==> src/design/afs_pkg.sv <==
// ============================================================================
// afs_pkg - frame skip pacer shared definitions
// Types, register indexes and constants used by the pacer and its channels.
// ============================================================================
package afs_pkg;

   typedef logic [31:0] usec_type;
   typedef logic [19:0] period_type;
   typedef logic [15:0] count_type;
   typedef logic [3:0]  skip_cnt_type;
   typedef logic        csr_idx_type;

   // configuration register indexes
   localparam csr_idx_type REG_FRAME_PERIOD = 1'b0;
   localparam csr_idx_type REG_AUTO_SKIP    = 1'b1;

   localparam period_type   PERIOD_RESET = 20'd16666;
   localparam usec_type     USEC_PER_SEC = 32'd1000000;
   localparam skip_cnt_type MAX_SKIP     = 4'd10;
   localparam count_type    COUNT_MAX    = 16'hFFFF;

   // sequencer states
   typedef enum logic [3:0] {
      ST_IDLE   = 4'b0001,
      ST_STEP   = 4'b0010,
      ST_DIVIDE = 4'b0100,
      ST_FINISH = 4'b1000
   } state_type;

endpackage

==> src/design/afs_if.sv <==
// ============================================================================
// afs_if - frame skip pacer channels
// Request, response and register write channels with valid/ready handshake.
// ============================================================================
interface afs_req_if;
   import afs_pkg::*;
   logic     valid;
   logic     ready;
   logic     mode;
   usec_type now;

   modport source (output valid, output mode, output now, input ready);
   modport sink   (input valid, input mode, input now, output ready);
endinterface

interface afs_rsp_if;
   import afs_pkg::*;
   logic      valid;
   logic      ready;
   logic      skip;
   logic      wait_res;
   usec_type  wait_until;
   logic      fps_valid;
   count_type fps_count;

   modport source (output valid, output skip, output wait_res, output wait_until,
                   output fps_valid, output fps_count, input ready);
   modport sink   (input valid, input skip, input wait_res, input wait_until,
                   input fps_valid, input fps_count, output ready);
endinterface

interface afs_csr_if;
   import afs_pkg::*;
   logic        valid;
   logic        ready;
   csr_idx_type index;
   period_type  data;

   modport source (output valid, output index, output data, input ready);
   modport sink   (input valid, input index, input data, output ready);
endinterface

==> src/design/auto_frame_skip_pacer_top.sv <==
// ============================================================================
// auto_frame_skip_pacer_top - automatic frame skip pacer
// Decides per emulated video frame whether to render, wait or skip.
// ============================================================================
// One request is handled at a time. A restart, a first frame, a skipped
// frame, an early frame or any frame with auto skip on off passes through
// the sequencer steps accept, update and finish. Its response is loaded
// into the response register at the end of the finish step. A late frame
// with auto skip on also runs the skip count through a single shared
// compare-subtract unit, one frame period per cycle, before it finishes.
// The finish step also holds while an older response still sits
// unconsumed in the response register. req_bus.ready is high only while
// the sequencer is idle; a finished response waits in its own register, so
// the next request can be taken before the previous response is consumed.
// Register writes are always accepted and take effect on the next cycle.
module auto_frame_skip_pacer_top (
   input  logic            clock,
   input  logic            reset,
   afs_req_if.sink         req_bus,
   afs_rsp_if.source       rsp_bus,
   afs_csr_if.sink         csr_bus
);
   import afs_pkg::*;

   // configuration
   period_type   period_ff, period_in;
   logic         auto_ff, auto_in;

   // pacing state
   state_type    state_ff, state_in;
   logic         first_ff, first_in;
   usec_type     target_ff, target_in;
   skip_cnt_type skips_ff, skips_in;
   usec_type     window_ff, window_in;
   count_type    count_ff, count_in;

   // captured request
   logic         mode_ff, mode_in;
   usec_type     now_ff, now_in;

   // divider working registers
   usec_type     rem_ff, rem_in;
   skip_cnt_type quo_ff, quo_in;

   // staged result
   logic         res_skip_ff, res_skip_in;
   logic         res_wait_ff, res_wait_in;
   usec_type     res_until_ff, res_until_in;
   logic         res_fv_ff, res_fv_in;
   count_type    res_fc_ff, res_fc_in;

   // response register
   logic         out_valid_ff, out_valid_in;
   logic         out_skip_ff, out_skip_in;
   logic         out_wait_ff, out_wait_in;
   usec_type     out_until_ff, out_until_in;
   logic         out_fv_ff, out_fv_in;
   count_type    out_fc_ff, out_fc_in;

   logic         req_take;
   logic         out_free;
   usec_type     tgt_next;
   usec_type     win_diff;
   count_type    count_inc;
   logic         rem_below;

   assign req_bus.ready = (state_ff == ST_IDLE);
   assign req_take      = req_bus.valid && req_bus.ready;
   assign csr_bus.ready = 1'b1;
   assign out_free      = !out_valid_ff || rsp_bus.ready;

   assign rsp_bus.valid      = out_valid_ff;
   assign rsp_bus.skip       = out_skip_ff;
   assign rsp_bus.wait_res   = out_wait_ff;
   assign rsp_bus.wait_until = out_until_ff;
   assign rsp_bus.fps_valid  = out_fv_ff;
   assign rsp_bus.fps_count  = out_fc_ff;

   // per-frame arithmetic
   assign tgt_next  = target_ff + {12'd0, period_ff};
   assign win_diff  = now_ff - window_ff;
   assign count_inc = (count_ff != COUNT_MAX) ? count_ff + 16'd1 : count_ff;
   // shared compare-subtract unit of the skip divider
   assign rem_below = (rem_ff < {12'd0, period_ff});

   // register writes
   always_comb begin
      period_in = period_ff;
      auto_in   = auto_ff;
      if (csr_bus.valid) begin
         case (csr_bus.index)
            REG_FRAME_PERIOD: period_in = csr_bus.data;
            REG_AUTO_SKIP:    auto_in   = csr_bus.data[0];
            default:          period_in = period_ff;
         endcase
      end
   end

   // sequencer
   always_comb begin
      state_in     = state_ff;
      first_in     = first_ff;
      target_in    = target_ff;
      skips_in     = skips_ff;
      window_in    = window_ff;
      count_in     = count_ff;
      mode_in      = mode_ff;
      now_in       = now_ff;
      rem_in       = rem_ff;
      quo_in       = quo_ff;
      res_skip_in  = res_skip_ff;
      res_wait_in  = res_wait_ff;
      res_until_in = res_until_ff;
      res_fv_in    = res_fv_ff;
      res_fc_in    = res_fc_ff;

      case (state_ff)
         ST_IDLE: begin
            if (req_take) begin
               mode_in  = req_bus.mode;
               now_in   = req_bus.now;
               state_in = ST_STEP;
            end
         end

         ST_STEP: begin
            res_skip_in  = 1'b0;
            res_wait_in  = 1'b0;
            res_fv_in    = 1'b0;
            res_fc_in    = '0;
            state_in     = ST_FINISH;
            if (mode_ff) begin
               // restart: arm for the next frame, all-zero response
               first_in     = 1'b1;
               res_until_in = '0;
            end else if (first_ff) begin
               // first frame after restart latches the target
               first_in     = 1'b0;
               target_in    = now_ff;
               count_in     = '0;
               window_in    = '0;
               res_until_in = now_ff;
            end else begin
               target_in    = tgt_next;
               res_until_in = tgt_next;
               if (skips_ff != '0) begin
                  skips_in    = skips_ff - 4'd1;
                  res_skip_in = 1'b1;
               end else begin
                  res_wait_in = auto_ff && (now_ff < tgt_next);
                  // frame rate window
                  count_in = count_inc;
                  if (win_diff >= USEC_PER_SEC) begin
                     res_fv_in = 1'b1;
                     res_fc_in = count_inc - 16'd1;
                     count_in  = '0;
                     window_in = now_ff;
                  end
                  // late frame: count whole periods behind
                  if (auto_ff && (now_ff >= tgt_next)) begin
                     rem_in   = now_ff - tgt_next;
                     quo_in   = '0;
                     state_in = ST_DIVIDE;
                  end
               end
            end
         end

         ST_DIVIDE: begin
            if ((quo_ff == MAX_SKIP) || rem_below) begin
               skips_in = quo_ff;
               state_in = ST_FINISH;
            end else begin
               rem_in = rem_ff - {12'd0, period_ff};
               quo_in = quo_ff + 4'd1;
            end
         end

         ST_FINISH: begin
            if (out_free) begin
               state_in = ST_IDLE;
            end
         end

         default: state_in = ST_IDLE;
      endcase
   end

   // response register
   always_comb begin
      out_valid_in = out_valid_ff;
      out_skip_in  = out_skip_ff;
      out_wait_in  = out_wait_ff;
      out_until_in = out_until_ff;
      out_fv_in    = out_fv_ff;
      out_fc_in    = out_fc_ff;
      if (out_valid_ff && rsp_bus.ready) begin
         out_valid_in = 1'b0;
      end
      if ((state_ff == ST_FINISH) && out_free) begin
         out_valid_in = 1'b1;
         out_skip_in  = res_skip_ff;
         out_wait_in  = res_wait_ff;
         out_until_in = res_until_ff;
         out_fv_in    = res_fv_ff;
         out_fc_in    = res_fc_ff;
      end
   end

   // control and pacing state
   always_ff @(posedge clock) begin
      if (reset) begin
         state_ff     <= ST_IDLE;
         period_ff    <= PERIOD_RESET;
         auto_ff      <= 1'b0;
         first_ff     <= 1'b1;
         target_ff    <= '0;
         skips_ff     <= '0;
         window_ff    <= '0;
         count_ff     <= '0;
         out_valid_ff <= 1'b0;
      end else begin
         state_ff     <= state_in;
         period_ff    <= period_in;
         auto_ff      <= auto_in;
         first_ff     <= first_in;
         target_ff    <= target_in;
         skips_ff     <= skips_in;
         window_ff    <= window_in;
         count_ff     <= count_in;
         out_valid_ff <= out_valid_in;
      end
   end

   // payload
   always_ff @(posedge clock) begin
      mode_ff      <= mode_in;
      now_ff       <= now_in;
      rem_ff       <= rem_in;
      quo_ff       <= quo_in;
      res_skip_ff  <= res_skip_in;
      res_wait_ff  <= res_wait_in;
      res_until_ff <= res_until_in;
      res_fv_ff    <= res_fv_in;
      res_fc_ff    <= res_fc_in;
      out_skip_ff  <= out_skip_in;
      out_wait_ff  <= out_wait_in;
      out_until_ff <= out_until_in;
      out_fv_ff    <= out_fv_in;
      out_fc_ff    <= out_fc_in;
   end

   // checks
   a_skips_bounded: assert property (@(posedge clock) disable iff (reset)
      skips_ff <= MAX_SKIP)
      else $error("pending skip count above limit");

   a_quo_bounded: assert property (@(posedge clock) disable iff (reset)
      (state_ff == ST_DIVIDE) |-> (quo_ff <= MAX_SKIP))
      else $error("skip quotient above limit");

   a_one_at_a_time: assert property (@(posedge clock) disable iff (reset)
      req_take |=> !req_bus.ready)
      else $error("request taken while another is in flight");

   a_skip_no_wait: assert property (@(posedge clock) disable iff (reset)
      out_valid_ff |-> !(out_skip_ff && (out_wait_ff || out_fv_ff)))
      else $error("skipped frame reports wait or rate window");

endmodule
==> src/flat_wrapper.sv <==
// flat-port wrapper written by rule: the top's interface ports become plain ports
module auto_frame_skip_pacer_top_flat import afs_pkg::*;
  (clock, reset, req_bus_valid, req_bus_mode, req_bus_now, req_bus_ready, rsp_bus_valid, rsp_bus_skip, rsp_bus_wait_res, rsp_bus_wait_until, rsp_bus_fps_valid, rsp_bus_fps_count, rsp_bus_ready, csr_bus_valid, csr_bus_index, csr_bus_data, csr_bus_ready);
  afs_req_if req_bus_i ();
  afs_rsp_if rsp_bus_i ();
  afs_csr_if csr_bus_i ();
  input  logic clock;
  input  logic reset;
  input wire logic [$bits(req_bus_i.valid)-1:0] req_bus_valid;
  input wire logic [$bits(req_bus_i.mode)-1:0] req_bus_mode;
  input wire logic [$bits(req_bus_i.now)-1:0] req_bus_now;
  output wire logic [$bits(req_bus_i.ready)-1:0] req_bus_ready;
  output wire logic [$bits(rsp_bus_i.valid)-1:0] rsp_bus_valid;
  output wire logic [$bits(rsp_bus_i.skip)-1:0] rsp_bus_skip;
  output wire logic [$bits(rsp_bus_i.wait_res)-1:0] rsp_bus_wait_res;
  output wire logic [$bits(rsp_bus_i.wait_until)-1:0] rsp_bus_wait_until;
  output wire logic [$bits(rsp_bus_i.fps_valid)-1:0] rsp_bus_fps_valid;
  output wire logic [$bits(rsp_bus_i.fps_count)-1:0] rsp_bus_fps_count;
  input wire logic [$bits(rsp_bus_i.ready)-1:0] rsp_bus_ready;
  input wire logic [$bits(csr_bus_i.valid)-1:0] csr_bus_valid;
  input wire logic [$bits(csr_bus_i.index)-1:0] csr_bus_index;
  input wire logic [$bits(csr_bus_i.data)-1:0] csr_bus_data;
  output wire logic [$bits(csr_bus_i.ready)-1:0] csr_bus_ready;
  assign req_bus_i.valid = req_bus_valid;
  assign req_bus_i.mode = req_bus_mode;
  assign req_bus_i.now = req_bus_now;
  assign req_bus_ready = req_bus_i.ready;
  assign rsp_bus_valid = rsp_bus_i.valid;
  assign rsp_bus_skip = rsp_bus_i.skip;
  assign rsp_bus_wait_res = rsp_bus_i.wait_res;
  assign rsp_bus_wait_until = rsp_bus_i.wait_until;
  assign rsp_bus_fps_valid = rsp_bus_i.fps_valid;
  assign rsp_bus_fps_count = rsp_bus_i.fps_count;
  assign rsp_bus_i.ready = rsp_bus_ready;
  assign csr_bus_i.valid = csr_bus_valid;
  assign csr_bus_i.index = csr_bus_index;
  assign csr_bus_i.data = csr_bus_data;
  assign csr_bus_ready = csr_bus_i.ready;
  auto_frame_skip_pacer_top u_core (.clock(clock), .reset(reset), .req_bus(req_bus_i), .rsp_bus(rsp_bus_i), .csr_bus(csr_bus_i));
endmodule
==> config.mk <==
export PLATFORM = sky130hd
export DESIGN_NAME = auto_frame_skip_pacer_top_flat
export DESIGN_NICKNAME = d
export VERILOG_FILES = /design/src/design/afs_pkg.sv /design/src/design/afs_if.sv /design/src/design/auto_frame_skip_pacer_top.sv /design/src/flat_wrapper.sv
export SDC_FILE = /design/constraint.sdc
export NUM_CORES = 1
export LEC_CHECK = 0
export ABC_CLOCK_PERIOD_IN_PS = 9490
export BUFFER_PORTS_ARGS = -buffer_cell sky130_fd_sc_hd__buf_4
export CAP_MARGIN = 40
export CORE_MARGIN = 3
export CORE_UTILIZATION = 37
export CTS_CLUSTER_DIAMETER = 40
export CTS_CLUSTER_SIZE = 20
export DETAILED_ROUTE_END_ITERATION = 16
export GPL_TIMING_DRIVEN = 1
export PLACE_DENSITY_LB_ADDON = 0.1
export SYNTH_ARGS = -nofsm -noshare
export SYNTH_HDL_FRONTEND = slang
export SYNTH_SLANG_ARGS = --single-unit
==> constraint.sdc <==
create_clock -name clock -period 9.49 [get_ports clock]
set_clock_uncertainty 0.1 [all_clocks]
set_input_delay 0.949 -clock clock [delete_from_list [all_inputs] [get_ports clock]]
set_output_delay 0.949 -clock clock [all_outputs]
set_load 0.02 [all_outputs]
# ---- Yosys cells after proc, flatten, opt, wreduce, memory -nomap -nowiden
# Cells that the tools add are included.
dict set report op_classes {
  add_sub_neg 8
  n_lt_le_gt_ge 4
  eq_ne 16
  mux 38
  n_bitwise 3
  reduce_logical 24
}
# op n
set ops {}
lappend ops {{2-to-1 mux 32 bit} 9}
lappend ops {{2-to-1 mux 16 bit} 4}
lappend ops {{2-to-1 mux 4 bit} 16}
lappend ops {{case mux 32 bit (2 select lines)} 1}
lappend ops {{subtractor 32 bit} 2}
lappend ops {{adder 32 x 20 -> 32 bit} 1}
lappend ops {{greater-or-equal comparator 32 x 20 -> 1 bit (second input constant)} 1}
lappend ops {{greater-or-equal comparator 32 bit} 1}
lappend ops {{< comparator 32 x 20 -> 1 bit} 1}
lappend ops {{< comparator 32 bit} 1}
lappend ops {{subtractor 32 x 20 -> 32 bit} 1}
lappend ops {{adder 16 x 1 -> 16 bit (second input constant)} 1}
lappend ops {{!= test 16 bit (second input constant)} 1}
lappend ops {{case mux 4 bit (2 select lines)} 2}
lappend ops {{case mux 4 bit (4 select lines)} 1}
lappend ops {{subtractor 16 x 1 -> 16 bit (second input constant)} 1}
lappend ops {{!= test 2 x 1 -> 1 bit (second input constant)} 5}
lappend ops {{!= test 2 bit (second input constant)} 5}
lappend ops {{equality test 4 bit (second input constant)} 2}
lappend ops {{AND reduction 2 bit} 4}
lappend ops {{AND reduction 3 bit} 2}
lappend ops {{AND reduction 6 bit} 1}
lappend ops {{nonzero test 2 bit} 3}
lappend ops {{logical AND 1 bit} 5}
lappend ops {{other kinds (15)} 22}
dict set report totals {
  register_bits 282
  in_bits 59
  output_inout_bits 54
  word_cells 116
}

# ---- Logic depth before layout (Yosys ltp)
dict set report depth {
  ltp_word 8
  mapped_depth 23
  depth_no_buf 23
}

# ---- Worst setup path after synthesis
# No wires, ideal clock.
dict set report synth_path {
  path_type {register to register}
  from {reg u_core.period_ff[0]}
  to {reg u_core.quo_ff[0] (enable)}
  setup_ns 0.380
  arrival_time_ns 4.284
  path_slack_ns 4.726
  stages_incl_launch_ff 21
  n_path_buf 0
  period_less_slack_ns 4.764
  cell_sequence {dfxtp_1 > ha_1 > inv_1 > fa_1 > nor2b_1 > o21a_1 > o21a_1 > o311a_1 > o21ai_0 > a31o_2 > a21oi_1 > and3_1 > xnor2_1 > ha_1 > nand2_1 > nor2_1 > nand3_1 > o21bai_1 > o21ai_0 > nand2b_1 > a31o_2}
}
dict set report synth_via {
  elab_chain_cells 5
  word_cells_on_any_way 8
  cone_classes {add/sub: 1; order compare: 2; eq/ne: 2; reduce/logical: 3}
}
# element line
set synth_lines {}
lappend synth_lines {{from (decl)} auto_frame_skip_pacer_top.sv:26} ;# period_type period_ff, period_in;
lappend synth_lines {{from (signal assigned)} auto_frame_skip_pacer_top.sv:224} ;# period_ff <= period_in;
lappend synth_lines {{adder 32 x 20 -> 32 bit} auto_frame_skip_pacer_top.sv:80} ;# assign tgt_next = target_ff + {12'd0, period_ff};
lappend synth_lines {{greater-or-equal comparator 32 bit} auto_frame_skip_pacer_top.sv:160} ;# if (auto_ff && (now_ff >= tgt_next)) begin
lappend synth_lines {{logical AND 1 bit} auto_frame_skip_pacer_top.sv:160}
lappend synth_lines {{!= test 2 x 1 -> 1 bit (no source line)} n/a}
lappend synth_lines {{AND reduction 6 bit (no source line) *} n/a}
lappend synth_lines {{to (signal assigned)} auto_frame_skip_pacer_top.sv:240} ;# quo_ff <= quo_in;
lappend synth_lines {{to (decl)} auto_frame_skip_pacer_top.sv:43} ;# skip_cnt_type quo_ff, quo_in;
# Every way passes the cells marked *; elsewhere a longest branch is shown, timed or not.
# A chain may end at the register's enable or synchronous reset.

# ---- Final worst setup path
dict set report layout_path {
  from {reg u_core.period_ff[0]}
  to {reg u_core.rem_ff[3] (enable)}
}
dict set report layout_via {
  elab_chain_cells 5
  word_cells_on_any_way 8
  cone_classes {add/sub: 1; order compare: 2; eq/ne: 2; reduce/logical: 3}
}
# element line
set layout_lines {}
lappend layout_lines {{adder 32 x 20 -> 32 bit} auto_frame_skip_pacer_top.sv:80}
lappend layout_lines {{greater-or-equal comparator 32 bit} auto_frame_skip_pacer_top.sv:160}
lappend layout_lines {{logical AND 1 bit} auto_frame_skip_pacer_top.sv:160}
lappend layout_lines {{!= test 2 x 1 -> 1 bit (no source line)} n/a}
lappend layout_lines {{AND reduction 6 bit (no source line) *} n/a}
lappend layout_lines {{to (signal assigned)} auto_frame_skip_pacer_top.sv:239} ;# rem_ff <= rem_in;
lappend layout_lines {{to (decl)} auto_frame_skip_pacer_top.sv:42} ;# usec_type rem_ff, rem_in;
# Marks and branches as above.

==> flow_metrics.py <==
metrics = {
    "setup_path": {
        "cp_slowest_cell": "a21oi_1",
        "rr_endpoint": "u_core.rem_ff[3]$_DFFE_PP_",
        "cpMostUsedCell": "o21ai_0",
        "critPathCaptureType": "flip-flop",
        "r2r_start": "u_core.period_ff[0]$_SDFFE_PP0P_",
        "max_stage_delay_ns": 0.45,
        "cp-start-kind": "flip-flop",
        "reg2regPathDepth": 23,
        "crit_type": "reg -> reg",
        "arrival_ns": 6.09,
        "crit_fanout": 22,
        "crit_family": "compound AO/OA/AOI/OAI gates",
        "cp_cell_sequence": "ha_1, inv_1, fa_1, nor2b_1, o21a_1, o21a_1, o21ai_0, a21boi_0, o21ai_0, nand2b_1, xnor2_1, ha_1, and3_1, a31oi_1, o21ai_0, a21oi_1, o311ai_0, a21oi_1, o21bai_1, o21ai_0, nand2b_1, a31o_2, buf_16",
        "cp_num_buf_inv": 2,
        "r2r_slack_ns": 3.63,
        "crit_required_ns": 9.72,
    },
    "logic_synthesis": {
        "syn_inst": 1796,
        "synth_edf_count": 171,
        "async_flop_share_pct": 0,
        "yosysSeqAreaShare_pct": 43.5,
        "yosysWarnings": 0,
        "synthesis.nets": 1967,
        "ys.flop_type": "edfxtp_1",
        "synth_area_sq_um": 16900,
        "avgSynthCellArea_sq_um": 9.41,
        "synth.distinct_cells": 85,
        "synth_seq_cells": 282,
    },
    "drt": {
        "drt-vias-per-instance": 5.37,
        "drc": 0,
        "wl_microns": 46100,
        "wl_per_cell_microns": 18.1,
        "antenna_left": 0,
        "via_count": 13700,
        "drtIter0Drc": 931,
        "first_pass_iters": 7,
    },
    "clock_tree": {
        "cts_resized": 0,
        "post_cts_buffers": 0,
        "insertion_delay_ns": 0.59,
        "cts_inserted_buffers": 53,
        "clock_path_buffers": 3,
        "cts_root_buffer": "clkbuf_16",
        "cts_sinks": 282,
        "h-tree-depth": 2,
        "clk_pin_slew_ns": 0.05,
        "cts_hold_buf": 0,
        "cts_tree": "built",
    },
    "grt": {
        "antenna_found_initial": 0,
        "grt_pass1_vias": 13200,
        "grt_max_degree": 57,
        "grt_pass1_wl_microns": 72400,
        "overflow": 0,
        "grt_use_total_pct": 19.0,
    },
    "finish": {
        "diodes": 0,
        "fin_area_sq_um": 20300,
        "mostFrequentLayoutCell": "nor2_1",
        "utilization_pct": 45.4,
        "layout-drive-gt1-share_pct": 14.0,
        "nFillCells": 4322,
        "areaGrowthSynthToFinish_pct": 20.1,
        "final_cell_mix": "nor2_1 (185), edfxtp_1 (171), nand2_1 (162)",
        "fin_nets": 2081,
        "finalNonFillerCells": 2546,
    },
    "pwr": {
        "power_density_nw_per_um2": 187,
        "ir_drop_uv": 138,
        "fin_total_pwr_mw": 3.79,
        "leakagePower_nw": 7.58,
    },
    "sta": {
        "worst_slew_pin_slew_ns": 0.816,
        "min_period_ns": 5.86,
        "final_hold_viol_count": 0,
        "rsz0062_at_grt": "false",
        "setup_violations": 0,
        "finalMaxSlewViolations": 0,
        "timing.fmax_mhz": 171,
        "fin_crit_sh_pct": 61.8,
        "relSlewSlack_pct": 45.6,
        "setup_tns_ns": 0,
    },
    "die": {
        "die-area_sq_um": 48300,
        "pin_count": 113,
        "die_width_microns": 220,
        "die_h_microns": 220,
        "initial_core_util_pct": 37.8,
        "core_sq_um": 44700,
        "rows": 77,
    },
    "placement": {
        "port_buffers": 111,
        "gp_congestion": 0.925,
        "dp_cells": 2447,
        "place_hpwl_microns": 33900,
        "placed_area_sq_um": 18400,
    },
    "worst_hold_path": {
        "min_to": "u_core.rsp_bus.wait_res$_DFFE_PP_",
        "hold_path_class": "reg -> reg",
        "hp-start": "u_core.res_wait_ff$_SDFFCE_PP0P_",
        "whs_path_depth": 0,
    },
    "run": {
        "cap_violations": 0,
    },
    "run_status": {
        "status": "complete, no violations",
    },
}
## flip-flops by register name, summed over array words and instances (netlist names), 4 cells and up
signal                     flops
u_core.state_ff                4
u_core.rem_ff                 32
u_core.res_until_ff           32
u_core.res_fc_ff              16
u_core.count_ff               16
u_core.now_ff                 32
u_core.target_ff              32
u_core.window_ff              32
u_core.period_ff              20
u_core.skips_ff                4
u_core.quo_ff                  4
u_core.rsp_bus.fps_count      16
u_core.rsp_bus.wait_until     32
## how the worst max path moves through the flow
stage                                     start  depth (start not counted)                        endpoint
3_5_place_dp   u_core.period_ff[0]$_SDFFE_PP0P_                         23      u_core.rem_ff[4]$_DFFE_PP_
4_1_cts        u_core.period_ff[0]$_SDFFE_PP0P_                         23      u_core.rem_ff[3]$_DFFE_PP_
6_report       u_core.period_ff[0]$_SDFFE_PP0P_                         23      u_core.rem_ff[3]$_DFFE_PP_
5_1_grt        u_core.period_ff[0]$_SDFFE_PP0P_                         23      u_core.rem_ff[4]$_DFFE_PP_
2_1_floorplan  u_core.period_ff[0]$_SDFFE_PP0P_                         20  u_core.quo_ff[0]$_SDFFCE_PN0P_
3_3_place_gp   u_core.period_ff[0]$_SDFFE_PP0P_                         20      u_core.rem_ff[5]$_DFFE_PP_
## through the flow
stage               worst slack (ns)  hold slack, ns
CTS                             3.75           0.296
finish                          3.63           0.302
detailed placement              3.79           0.305
floorplan                       4.73           0.300
global placement                3.73           0.302
global route                    3.27           0.315
## logic make-up (layout without fill, tap and decap cells)
logic type               Yosys count  count (layout)  share of synthesized area, %
other                              1               1                        0.0222
buffers and inverters            165             323                          3.90
flip-flops                       282             282                          43.5
multiplexers                      12              12                         0.718
AND/OR/NAND/NOR                  571             571                          15.9
AO/OA/AOI/OAI                    529             529                          21.0
adder cells (fa/ha/maj)          112             112                          8.47
XOR/XNOR                         124             124                          6.43
## synthesized netlist by cell type (35+ instances only)
master / count / area share (%)
nor2_1: 186 / 4.1
a21o_1: 54 / 2.4
o21ai_0: 79 / 2.3
edfxtp_1: 171 / 30
a22o_1: 35 / 1.8
xnor2_1: 80 / 4.1
clkbuf_1: 50 / 1.1
a21oi_1: 161 / 4.8
nand2_1: 162 / 3.6
xor2_1: 44 / 2.3
dfxtp_1: 111 / 13
nand3_1: 41 / 1.2
a211oi_1: 37 / 1.6
inv_1: 93 / 2.1
ha_1: 108 / 8.0
## cell type report
cell class	count	area (sq um)	area share [%]
inverter	94	353	1.74
multi-input combinational	1349	8910	43.9
clock buffer	58	1360	6.68
sequential	282	7360	36.3
timing repair buffer	130	1050	5.18
tap	592	741	3.65
clock inverter	41	529	2.61
## power by group
part / internal [mW] / switching (mW) / total (mW)
Combinational: 0.188 / 0.292 / 0.480
Clock: 1.23 / 0.712 / 1.94
Sequential: 1.34 / 0.0317 / 1.37
## worst reg2reg max path: cells and delay by family (launching register included)
| family | cells | cell delay [ns] |
|---|---|---|
| compound gates | 13 | 3.13 |
| fa+ha+maj | 3 | 0.94 |
| simple gates | 4 | 0.58 |
| flops | 1 | 0.36 |
| buf+inv | 2 | 0.30 |
| xor+xnor | 1 | 0.18 |
## metal layers
metal	share of wire, %	vias up	GRT usage, %
li1	-	6800	-
met1	50	6453	28.7
met2	42	353	28.1
met3	5.5	69	3.34
met4	2.1	0	4.98
met5	0	-	0
Power figures use the tool's default switching activity.
